### config.mk
export PLATFORM = sky130hd
export DESIGN_NAME = sliding_window_sender_flat
export DESIGN_NICKNAME = d
export VERILOG_FILES = /design/src/rtl/sws_pkg.sv /design/src/rtl/sws_in_if.sv /design/src/rtl/sws_out_if.sv /design/src/rtl/sliding_window_sender.sv /design/src/rtl/sws_cfg.sv /design/src/rtl/sws_window.sv /design/src/flat_wrapper.sv
export SDC_FILE = /design/constraint.sdc
export NUM_CORES = 1
export LEC_CHECK = 0
export BUFFER_PORTS_ARGS = -buffer_cell sky130_fd_sc_hd__buf_4
export CAP_MARGIN = 10
export CORE_MARGIN = 2
export CORE_UTILIZATION = 47
export CTS_BUF_LIST = sky130_fd_sc_hd__clkbuf_4
export DETAILED_ROUTE_END_ITERATION = 8
export GPL_ROUTABILITY_DRIVEN = 0
export PLACE_DENSITY = 0.88
export SLEW_MARGIN = 30
export SYNTH_ARGS = -nofsm -noshare
export SYNTH_HDL_FRONTEND = slang
export SYNTH_SLANG_ARGS = --single-unit
### constraint.sdc
create_clock -name clk -period 2.65 [get_ports clk]
set_input_delay 0.265 -clock clk [delete_from_list [all_inputs] [get_ports clk]]
set_output_delay 0.265 -clock clk [all_outputs]
set_load 0.05 [all_outputs]
### src/rtl/sws_pkg.sv
// Shared types and constants for the sliding window sender.
// No dependencies; every other file in rtl/ depends on this package.
package sws_pkg;

  localparam int SEQ_SPACE   = 8;
  localparam int WINDOW_SIZE = 4;
  localparam int SEQ_W       = $clog2(SEQ_SPACE);
  localparam int THR_W       = 3;
  localparam int CFG_AW      = 3;
  localparam int CFG_DW      = 32;
  localparam int REG_IDX_W   = CFG_AW - 2;

  localparam logic [THR_W-1:0] DUP_THR_RESET = THR_W'(3);

  typedef logic [SEQ_W-1:0] seq_t;
  typedef logic [THR_W-1:0] thr_t;

  typedef enum logic [1:0] {
    MODE_SEND    = 2'd0,
    MODE_ACK     = 2'd1,
    MODE_TIMEOUT = 2'd2
  } mode_t;

  typedef enum logic [1:0] {
    TMR_LEAVE   = 2'd0,
    TMR_RESTART = 2'd1,
    TMR_STOP    = 2'd2
  } tmr_t;

  typedef enum logic [REG_IDX_W-1:0] {
    REG_DUP_THR = REG_IDX_W'(0)
  } reg_idx_t;

  typedef struct packed {
    logic [1:0] mode;
    seq_t       ack_num;
    logic       ack_intact;
  } event_t;

  typedef struct packed {
    logic       accepted;
    logic       transmit;
    seq_t       transmit_seq;
    logic [1:0] timer_cmd;
    seq_t       window_base;
    seq_t       next_sequence;
  } result_t;

  typedef struct packed {
    logic              psel;
    logic              penable;
    logic              pwrite;
    logic [CFG_AW-1:0] paddr;
    logic [CFG_DW-1:0] pwdata;
  } apb_req_t;

endpackage

### src/rtl/sws_in_if.sv
// Event channel: one beat carries a send request, an ack or a timeout.
// Depends on sws_pkg for the sequence number type.
interface sws_in_if;
  logic             valid;
  logic             ready;
  logic [1:0]       mode;
  sws_pkg::seq_t    ack_num;
  logic             ack_intact;

  modport source (output valid, output mode, output ack_num, output ack_intact,
                  input ready);
  modport sink   (input valid, input mode, input ack_num, input ack_intact,
                  output ready);
endinterface

### src/rtl/sws_out_if.sv
// Result channel: one beat per event with transmit and timer decisions.
// Depends on sws_pkg for the sequence number type.
interface sws_out_if;
  logic             valid;
  logic             ready;
  logic             accepted;
  logic             transmit;
  sws_pkg::seq_t    transmit_seq;
  logic [1:0]       timer_cmd;
  sws_pkg::seq_t    window_base;
  sws_pkg::seq_t    next_sequence;

  modport source (output valid, output accepted, output transmit, output transmit_seq,
                  output timer_cmd, output window_base, output next_sequence,
                  input ready);
  modport sink   (input valid, input accepted, input transmit, input transmit_seq,
                  input timer_cmd, input window_base, input next_sequence,
                  output ready);
endinterface

### src/rtl/sliding_window_sender.sv
// Top level of the go-back-N sender window controller with fast retransmit.
// Depends on sws_pkg, sws_in_if, sws_out_if, sws_cfg and sws_window.
//
//   channel   direction  handshake               payload
//   in_ch     sink       valid/ready             mode, ack_num, ack_intact
//   out_ch    source     valid/ready             accepted, transmit, transmit_seq,
//                                                timer_cmd, window_base, next_sequence
//   cfg_*     slave      APB, pready tied high   dup_ack_threshold at byte 0
//
// Every event passes from the input beat into the input register, then through
// the decision logic into the result register.
// One event per cycle is sustained while out_ch does not stall; the window
// state registers close their update loop, which sets that rate.
// Reset (rst_n low, synchronous) empties both registers, zeroes base, next and
// the duplicate count, and loads the threshold with 3.
// When out_ch stalls, the result register holds, the input register holds its
// event and in_ch.ready drops only once both are full.
module sliding_window_sender (
  input  logic                        clk,
  input  logic                        rst_n,
  sws_in_if.sink                      in_ch,
  sws_out_if.source                   out_ch,
  input  logic                        cfg_psel,
  input  logic                        cfg_penable,
  input  logic                        cfg_pwrite,
  input  logic [sws_pkg::CFG_AW-1:0]  cfg_paddr,
  input  logic [sws_pkg::CFG_DW-1:0]  cfg_pwdata,
  output logic [sws_pkg::CFG_DW-1:0]  cfg_prdata,
  output logic                        cfg_pready
);
  import sws_pkg::*;

  apb_req_t cfg_req;
  thr_t     dup_thr;

  logic     in_vld_r, in_vld_nxt;
  event_t   in_ev_r;
  logic     out_vld_r, out_vld_nxt;
  result_t  out_res_r;
  result_t  res;
  logic     advance;
  logic     in_rdy;
  logic     fire;

  // configuration port
  assign cfg_req.psel    = cfg_psel;
  assign cfg_req.penable = cfg_penable;
  assign cfg_req.pwrite  = cfg_pwrite;
  assign cfg_req.paddr   = cfg_paddr;
  assign cfg_req.pwdata  = cfg_pwdata;
  assign cfg_pready      = 1'b1;

  sws_cfg u_cfg (
    .clk     (clk),
    .rst_n   (rst_n),
    .req     (cfg_req),
    .prdata  (cfg_prdata),
    .dup_thr (dup_thr)
  );

  // advance the input register whenever the result register is free or drains
  assign advance = !out_vld_r || out_ch.ready;
  assign fire    = in_vld_r && advance;
  assign in_rdy  = !in_vld_r || advance;
  assign in_ch.ready = in_rdy;

  always_comb begin
    in_vld_nxt = in_vld_r;
    if (in_rdy) begin
      in_vld_nxt = in_ch.valid;
    end
    out_vld_nxt = out_vld_r;
    if (fire) begin
      out_vld_nxt = 1'b1;
    end else if (out_ch.ready) begin
      out_vld_nxt = 1'b0;
    end
  end

  always_ff @(posedge clk) begin
    if (!rst_n) begin
      in_vld_r  <= 1'b0;
      out_vld_r <= 1'b0;
    end else begin
      in_vld_r  <= in_vld_nxt;
      out_vld_r <= out_vld_nxt;
    end
  end

  // payload registers: capture a beat on input, a decision on fire
  always_ff @(posedge clk) begin
    if (in_rdy && in_ch.valid) begin
      in_ev_r.mode       <= in_ch.mode;
      in_ev_r.ack_num    <= in_ch.ack_num;
      in_ev_r.ack_intact <= in_ch.ack_intact;
    end
    if (fire) begin
      out_res_r <= res;
    end
  end

  sws_window u_window (
    .clk     (clk),
    .rst_n   (rst_n),
    .fire    (fire),
    .ev      (in_ev_r),
    .dup_thr (dup_thr),
    .res     (res)
  );

  assign out_ch.valid         = out_vld_r;
  assign out_ch.accepted      = out_res_r.accepted;
  assign out_ch.transmit      = out_res_r.transmit;
  assign out_ch.transmit_seq  = out_res_r.transmit_seq;
  assign out_ch.timer_cmd     = out_res_r.timer_cmd;
  assign out_ch.window_base   = out_res_r.window_base;
  assign out_ch.next_sequence = out_res_r.next_sequence;
endmodule

### src/rtl/sws_cfg.sv
// APB register file: holds the duplicate-ack threshold.
// Depends on sws_pkg for the request struct and register indexes.
module sws_cfg (
  input  logic                       clk,
  input  logic                       rst_n,
  input  sws_pkg::apb_req_t          req,
  output logic [sws_pkg::CFG_DW-1:0] prdata,
  output sws_pkg::thr_t              dup_thr
);
  import sws_pkg::*;

  thr_t     dup_thr_r;
  thr_t     dup_thr_nxt;
  reg_idx_t idx;
  logic     wr_en;

  assign idx   = reg_idx_t'(req.paddr[CFG_AW-1:2]);
  assign wr_en = req.psel && req.penable && req.pwrite;

  always_comb begin
    dup_thr_nxt = dup_thr_r;
    if (wr_en && idx == REG_DUP_THR) begin
      dup_thr_nxt = req.pwdata[THR_W-1:0];
    end
  end

  always_ff @(posedge clk) begin
    if (!rst_n) begin
      dup_thr_r <= DUP_THR_RESET;
    end else begin
      dup_thr_r <= dup_thr_nxt;
    end
  end

  always_comb begin
    case (idx)
      REG_DUP_THR: prdata = CFG_DW'(dup_thr_r);
      default:     prdata = '0;
    endcase
  end

  assign dup_thr = dup_thr_r;
endmodule

### src/rtl/sws_window.sv
// Window state (base, next, duplicate count) and the per-event decision logic.
// Depends on sws_pkg for event/result structs and code enums.
module sws_window (
  input  logic              clk,
  input  logic              rst_n,
  input  logic              fire,
  input  sws_pkg::event_t   ev,
  input  sws_pkg::thr_t     dup_thr,
  output sws_pkg::result_t  res
);
  import sws_pkg::*;

  localparam seq_t WIN = SEQ_W'(WINDOW_SIZE);
  localparam seq_t ONE = SEQ_W'(1);

  seq_t base_r, base_nxt;
  seq_t next_r, next_nxt;
  thr_t dup_r,  dup_nxt;

  seq_t ack_dist;
  seq_t ack_base;
  thr_t dup_inc;
  logic win_full;
  logic win_empty;

  assign win_full  = (next_r == seq_t'(base_r + WIN));
  assign win_empty = (base_r == next_r);
  assign ack_dist  = seq_t'(ev.ack_num - base_r);
  assign ack_base  = seq_t'(ev.ack_num + ONE);
  assign dup_inc   = thr_t'(dup_r + THR_W'(1));

  always_comb begin
    base_nxt         = base_r;
    next_nxt         = next_r;
    dup_nxt          = dup_r;
    res.accepted     = 1'b0;
    res.transmit     = 1'b0;
    res.transmit_seq = '0;
    res.timer_cmd    = TMR_LEAVE;
    case (mode_t'(ev.mode))
      MODE_SEND: begin
        if (!win_full) begin
          res.accepted     = 1'b1;
          res.transmit     = 1'b1;
          res.transmit_seq = next_r;
          if (win_empty) begin
            res.timer_cmd = TMR_RESTART;
          end
          next_nxt = seq_t'(next_r + ONE);
        end
      end
      MODE_ACK: begin
        if (!win_empty && ev.ack_intact) begin
          if (ack_dist < WIN) begin
            // slide the base past the acked number
            base_nxt      = ack_base;
            res.timer_cmd = (ack_base == next_r) ? TMR_STOP : TMR_RESTART;
          end else if (dup_inc == dup_thr) begin
            // fast retransmit of the oldest outstanding packet
            res.transmit     = 1'b1;
            res.transmit_seq = base_r;
            res.timer_cmd    = TMR_RESTART;
            dup_nxt          = '0;
          end else begin
            dup_nxt = dup_inc;
          end
        end
      end
      MODE_TIMEOUT: begin
        res.transmit     = 1'b1;
        res.transmit_seq = base_r;
        res.timer_cmd    = TMR_RESTART;
      end
      default: begin
      end
    endcase
    res.window_base   = base_nxt;
    res.next_sequence = next_nxt;
  end

  always_ff @(posedge clk) begin
    if (!rst_n) begin
      base_r <= '0;
      next_r <= '0;
      dup_r  <= '0;
    end else if (fire) begin
      base_r <= base_nxt;
      next_r <= next_nxt;
      dup_r  <= dup_nxt;
    end
  end
endmodule

### src/flat_wrapper.sv
// flat-port wrapper written by rule: the top's interface ports become plain ports
module sliding_window_sender_flat import sws_pkg::*;
  (clk, rst_n, cfg_psel, cfg_penable, cfg_pwrite, cfg_paddr, cfg_pwdata, cfg_prdata, cfg_pready, in_ch_valid, in_ch_mode, in_ch_ack_num, in_ch_ack_intact, in_ch_ready, out_ch_valid, out_ch_accepted, out_ch_transmit, out_ch_transmit_seq, out_ch_timer_cmd, out_ch_window_base, out_ch_next_sequence, out_ch_ready);
  sws_in_if in_ch_i ();
  sws_out_if out_ch_i ();
  input  logic clk;
  input  logic rst_n;
  input  logic cfg_psel;
  input  logic cfg_penable;
  input  logic cfg_pwrite;
  input  logic [sws_pkg::CFG_AW-1:0] cfg_paddr;
  input  logic [sws_pkg::CFG_DW-1:0] cfg_pwdata;
  output logic [sws_pkg::CFG_DW-1:0] cfg_prdata;
  output logic cfg_pready;
  input wire logic [$bits(in_ch_i.valid)-1:0] in_ch_valid;
  input wire logic [$bits(in_ch_i.mode)-1:0] in_ch_mode;
  input wire logic [$bits(in_ch_i.ack_num)-1:0] in_ch_ack_num;
  input wire logic [$bits(in_ch_i.ack_intact)-1:0] in_ch_ack_intact;
  output wire logic [$bits(in_ch_i.ready)-1:0] in_ch_ready;
  output wire logic [$bits(out_ch_i.valid)-1:0] out_ch_valid;
  output wire logic [$bits(out_ch_i.accepted)-1:0] out_ch_accepted;
  output wire logic [$bits(out_ch_i.transmit)-1:0] out_ch_transmit;
  output wire logic [$bits(out_ch_i.transmit_seq)-1:0] out_ch_transmit_seq;
  output wire logic [$bits(out_ch_i.timer_cmd)-1:0] out_ch_timer_cmd;
  output wire logic [$bits(out_ch_i.window_base)-1:0] out_ch_window_base;
  output wire logic [$bits(out_ch_i.next_sequence)-1:0] out_ch_next_sequence;
  input wire logic [$bits(out_ch_i.ready)-1:0] out_ch_ready;
  assign in_ch_i.valid = in_ch_valid;
  assign in_ch_i.mode = in_ch_mode;
  assign in_ch_i.ack_num = in_ch_ack_num;
  assign in_ch_i.ack_intact = in_ch_ack_intact;
  assign in_ch_ready = in_ch_i.ready;
  assign out_ch_valid = out_ch_i.valid;
  assign out_ch_accepted = out_ch_i.accepted;
  assign out_ch_transmit = out_ch_i.transmit;
  assign out_ch_transmit_seq = out_ch_i.transmit_seq;
  assign out_ch_timer_cmd = out_ch_i.timer_cmd;
  assign out_ch_window_base = out_ch_i.window_base;
  assign out_ch_next_sequence = out_ch_i.next_sequence;
  assign out_ch_i.ready = out_ch_ready;
  sliding_window_sender u_core (.clk(clk), .rst_n(rst_n), .in_ch(in_ch_i), .out_ch(out_ch_i), .cfg_psel(cfg_psel), .cfg_penable(cfg_penable), .cfg_pwrite(cfg_pwrite), .cfg_paddr(cfg_paddr), .cfg_pwdata(cfg_pwdata), .cfg_prdata(cfg_prdata), .cfg_pready(cfg_pready));
endmodule
# Yosys cells after proc, flatten, opt, wreduce, memory -nomap -nowiden
# Index checks and enable logic that the tools add are counted.
# word_totals
out_inout_bits	48
input_bits	48
elab_cells	60
regBits	33
# classes
muxes	17
n_reduce_logical	14
n_eq_ne	6
n_bitwise	2
n_lt_le_gt_ge	1
n_addsub	5
# ops
operator	count
$mux W3	7
$pmux W6 S3	1
$eq A3 B3 Y1	4
$mux W6	2
$add A3 B1 Y3 const B	3
$mux W7	1
$logic_and A1 B1 Y1	6
$mux W2	2
$mux W4	1
$reduce_and A4 Y1	1
$add A3 B3 Y3 const B	1
$logic_not A1 Y1	3
$lt A3 B3 Y1 const B	1
$mux W1	3
$sub A3 B3 Y3	1
$eq A2 B1 Y1 const B	1
$eq A2 B2 Y1 const B	1
$logic_not A2 Y1	1
$logic_or A1 B1 Y1	2
$not A1 Y1	2
$reduce_bool A2 Y1	1

# Longest topological paths before layout
# logic_depth
word_depth	6
mapped_depth	7
mapped_depth_nobuf	6

# Hierarchy
# A second synthesis with hierarchy kept.
# hier_totals
cells_unflattened	176
hier_area_um2	1883.1
# modules_own_cells
module	cells_per_inst	area_each_um2	seq_area_each_um2	instances
sws_window	99	812.0	180.2	1
sliding_window_sender	30	685.7	610.6	1
sws_cfg	47	385.4	60.1	1

# Worst setup path before layout
# OpenSTA, ideal clock, no wires.
# synth_path
path_type	flip-flop to flip-flop
start	register u_core.out_vld_r (netlist: u_core.out_ch.valid)
end	register u_core.u_window.next_r[2]
path_stages_with_launch	7
n_path_buf	0
arrival_time_ps	1956
period_less_slack_ps	2084
required_ps	2522
slack_ps	566
setup_time_ps	128
cell_sequence	dfxtp_1 > nor2b_1 > nand2b_1 > clkinv_1 > nand3_1 > xor2_1 > nor2_1
# synth_between
elab_chain_cells	3
# synth_rtl
element	line_no	text
start: declaration	sliding_window_sender.sv:38	logic out_vld_r, out_vld_nxt;
start signal: assignment	sliding_window_sender.sv:86	out_vld_r <= out_vld_nxt;
$logic_not A1 Y1	sliding_window_sender.sv:62	assign advance = !out_vld_r || out_ch.ready;
$logic_or A1 B1 Y1	sliding_window_sender.sv:62	
$logic_and A1 B1 Y1	sliding_window_sender.sv:63	assign fire = in_vld_r && advance;
via u_core.fire	sliding_window_sender.sv:43	logic fire;
end signal: assignment	sws_window.sv:88	next_r <= next_nxt;
end: declaration	sws_window.sv:17	seq_t next_r, next_nxt;
# The timed path passes the listed nets, and every way through them passes these cells.
# A chain may end at the register's enable or synchronous reset.

==> impl_metrics.tcl <==
set metrics [dict create \
    outcome "finished clean" \
    cp_top_family "flip-flops" \
    synth_edf_count 19 \
    root_buffer "clkbuf_4" \
    post-route-period-util_pct 85.7 \
    cts_tree "yes" \
    cts_buffers 5 \
    clock_skew_ns 0.00465 \
    grt_overflow 0 \
    ctsResizeCount 0 \
    postCtsSetupBuffers 0 \
    whs_path_depth 1 \
    r2r-end "u_core.out_ch.window_base[1]$_DFFE_PP_" \
    grt_usage_pct 14.4 \
    die_y_um 66.6 \
    r2r-start "u_core.u_window.base_r[1]$_SDFFE_PN0P_" \
    clkTransAtPathRegs_ns 0.09 \
    mostFrequentLayoutCell "buf_4" \
    ys.flop_type "edfxtp_1" \
    ant_nets 0 \
    rows 22 \
    cap_violations 0 \
    coreArea_um2 3720 \
    antenna_found_initial 0 \
    vias 1247 \
    min_path_type "input port to flip-flop" \
    synth-seq-cells 33 \
    crit_path_cell_trace "inv_1, ha_1, a21oi_1, xor2_2, nand2_2, mux2_1" \
    die_width_um 66.6 \
    drive_gt1_share_pct 24.5 \
    crit_arrival_ns 2.36 \
    slowest_stage "dfxtp_1" \
    fillCellCount 344 \
    htreeDepth 2 \
    worstPathMaxFanout 10 \
    rsz0062_at_grt "no" \
    whs_endpoint "u_core.in_ev_r[3]$_DFFE_PP_" \
    drtIter0Drc 71 \
    hold_buffers 0 \
    min_from "in_ch_ack_num[2]" \
    diodes 0 \
    setup_slack_ns 0.380 \
    grt_pass1_wl_um 4760 \
    drc 0 \
    port_buffers 34 \
    start_kind "flip-flop" \
    grt_start_max_net_pins 22 \
    crit_buf_inv 1 \
    clock-sinks 33 \
    synth_area_per_cell_um2 10.8 \
    critPathMaxStageDelay_ns 0.48 \
    hpwl_um 2210 \
    yosysWarnings 0 \
    endpoint_kind "flip-flop" \
    drt-pass1-iter-count 4 \
    drv_slew 0 \
    grt_pass1_vias 1061 \
    wl_um 2930 \
    final_nets 260 \
    start_util_pct 49.6 \
    setup_viol 0 \
    ioPinCount 96 \
    ff2ff_setup_slack_ns 0.38 \
    synth_area_um2 1840 \
    yosysSeqAreaShare_pct 46.2 \
    tns_ns 0 \
    power_density_nw_per_um2 512 \
    syn_inst 171 \
    syn_to_final_growth_pct 12.3 \
    synth_cell_type_count 45 \
    required_ns 2.74 \
    pre_cts_ws_ns 0.436 \
    dieArea_um2 4440 \
    most-common-layout-cells "buf_4, conb_1, edfxtp_1, dfxtp_1, nand2_1" \
    r2r_cells 6 \
    clock_latency_ns 0.33 \
    leakagePower_uw 0.000860 \
    hold_viol 0 \
    path_class "flip-flop to flip-flop" \
    clock_path_buffers 2 \
    finalCriticalPeriod_ns 2.27 \
    async_flop_share_pct 0 \
    fmaxAchievable_mhz 441 \
    peakVddDrop_uv 256 \
    avgRoutedWirePerCell_um 11.5 \
    vias_per_cell 4.87 \
    final_core_util_pct 55.7 \
]
[through the flow]
stage               std cells  hold WS, ns  power (µW)  instance area (µm²)
global placement          248        0.445         811                 2020
floorplan                 199        0.327         799                 1950
finish                    256        0.101        1060                 2070
global route              256       0.0719        1110                 2070
CTS                       256       0.0916        1070                 2070
detailed placement        248        0.445         814                 2020
[registers in the layout (all words and copies together), names as in the netlist]
name / cells
u_core.u_window.next_r: 3
u_core.out_ch.transmit: 1
u_core.in_ev_r: 6
u_core.in_vld_r: 1
u_core.u_cfg.dup_thr: 3
u_core.out_ch.valid: 1
u_core.out_ch.transmit_seq: 3
u_core.u_window.dup_r: 3
u_core.out_ch.timer_cmd: 2
u_core.out_ch.window_base: 3
u_core.out_ch.accepted: 1
u_core.out_ch.next_sequence: 3
u_core.u_window.base_r: 3
[cells by family after synthesis]
family / share of synthesized area (%)
xor+xnor: 8.28
buf+inv: 14.7
simple gates: 13.4
other cells: 0.407
mux: 4.01
compound gates: 9.71
flops: 46.2
fa+ha+maj: 3.39
[cell type report]
type / count / area, µm² / area share (%)
clock inverters: 3 / 12.5 / 0.605
inverters: 5 / 18.8 / 0.907
clock buffers: 5 / 37.5 / 1.81
well taps: 48 / 60.1 / 2.90
repair buffers: 35 / 263 / 12.7
multi-input cells: 127 / 827 / 40.0
flip-flops and latches: 33 / 851 / 41.1
[worst max path at each step]
stage | start | to | slack, ns | cells after the start
after global placement | u_core.u_window.base_r[1]$_SDFFE_PN0P_ | u_core.out_ch.window_base[1]$_DFFE_PP_ | 0.47 | 6
after floorplan | u_core.out_ch.valid$_SDFFE_PN0P_ | u_core.u_window.next_r[2]$_SDFFE_PN0P_ | 0.57 | 6
after CTS | u_core.u_window.base_r[1]$_SDFFE_PN0P_ | u_core.out_ch.window_base[1]$_DFFE_PP_ | 0.39 | 6
after global routing | u_core.u_window.base_r[1]$_SDFFE_PN0P_ | u_core.out_ch.window_base[1]$_DFFE_PP_ | 0.23 | 6
after detailed placement | u_core.u_window.base_r[1]$_SDFFE_PN0P_ | u_core.out_ch.window_base[1]$_DFFE_PP_ | 0.44 | 6
final | u_core.u_window.base_r[1]$_SDFFE_PN0P_ | u_core.out_ch.window_base[1]$_DFFE_PP_ | 0.38 | 6
[worst register-to-register path, delay by kind of cell (launching register included)]
| kind | cells | cell delay [ns] |
|---|---|---|
| flip-flops | 1 | 0.48 |
| XOR/XNOR | 1 | 0.42 |
| multiplexers | 1 | 0.34 |
| adder cells (fa/ha/maj) | 1 | 0.29 |
| AO/OA/AOI/OAI | 1 | 0.28 |
| AND/OR/NAND/NOR | 1 | 0.14 |
| buffers and inverters | 1 | 0.08 |
[routing by layer]
layer	part of all wire, %	GRT usage [%]	wire length (µm)	vias to the layer above
met2	47	22.6	1390	48
met3	6.7	4.56	197	6
met4	2.0	7.40	59	0
met1	44	17.6	1280	574
li1	-	-	-	619
met5	0	0	0	-
[cell usage after synthesis, drive strengths merged (2+ instances only)]
master / number / area share [%]
a211oi: 2 / 0.81
o31ai: 2 / 0.81
dfxtp: 14 / 15
a22o: 3 / 1.4
ha: 5 / 3.4
mux2: 3 / 1.8
mux2i: 4 / 2.2
or3: 3 / 1.2
nand2: 13 / 2.8
xnor2: 8 / 3.8
clkbuf: 2 / 0.41
edfxtp: 19 / 31
nand4: 3 / 1.8
xor2: 6 / 3.3
nand2b: 2 / 0.68
nor2: 7 / 1.4
nor3: 2 / 0.54
nor2b: 4 / 1.4
buf: 32 / 13
inv: 4 / 0.81
a21oi: 6 / 1.6
o21ai: 5 / 1.4
conb: 2 / 0.41
nand3: 3 / 0.81
a31oi: 3 / 1.0
[power breakdown]
part | internal, µW | switching (µW)
Clock | 95.7 | 160
Sequential | 559 | 11.1
Combinational | 51.8 | 181
Total | 707 | 352
No activity file was read; power rests on OpenSTA's default activity.
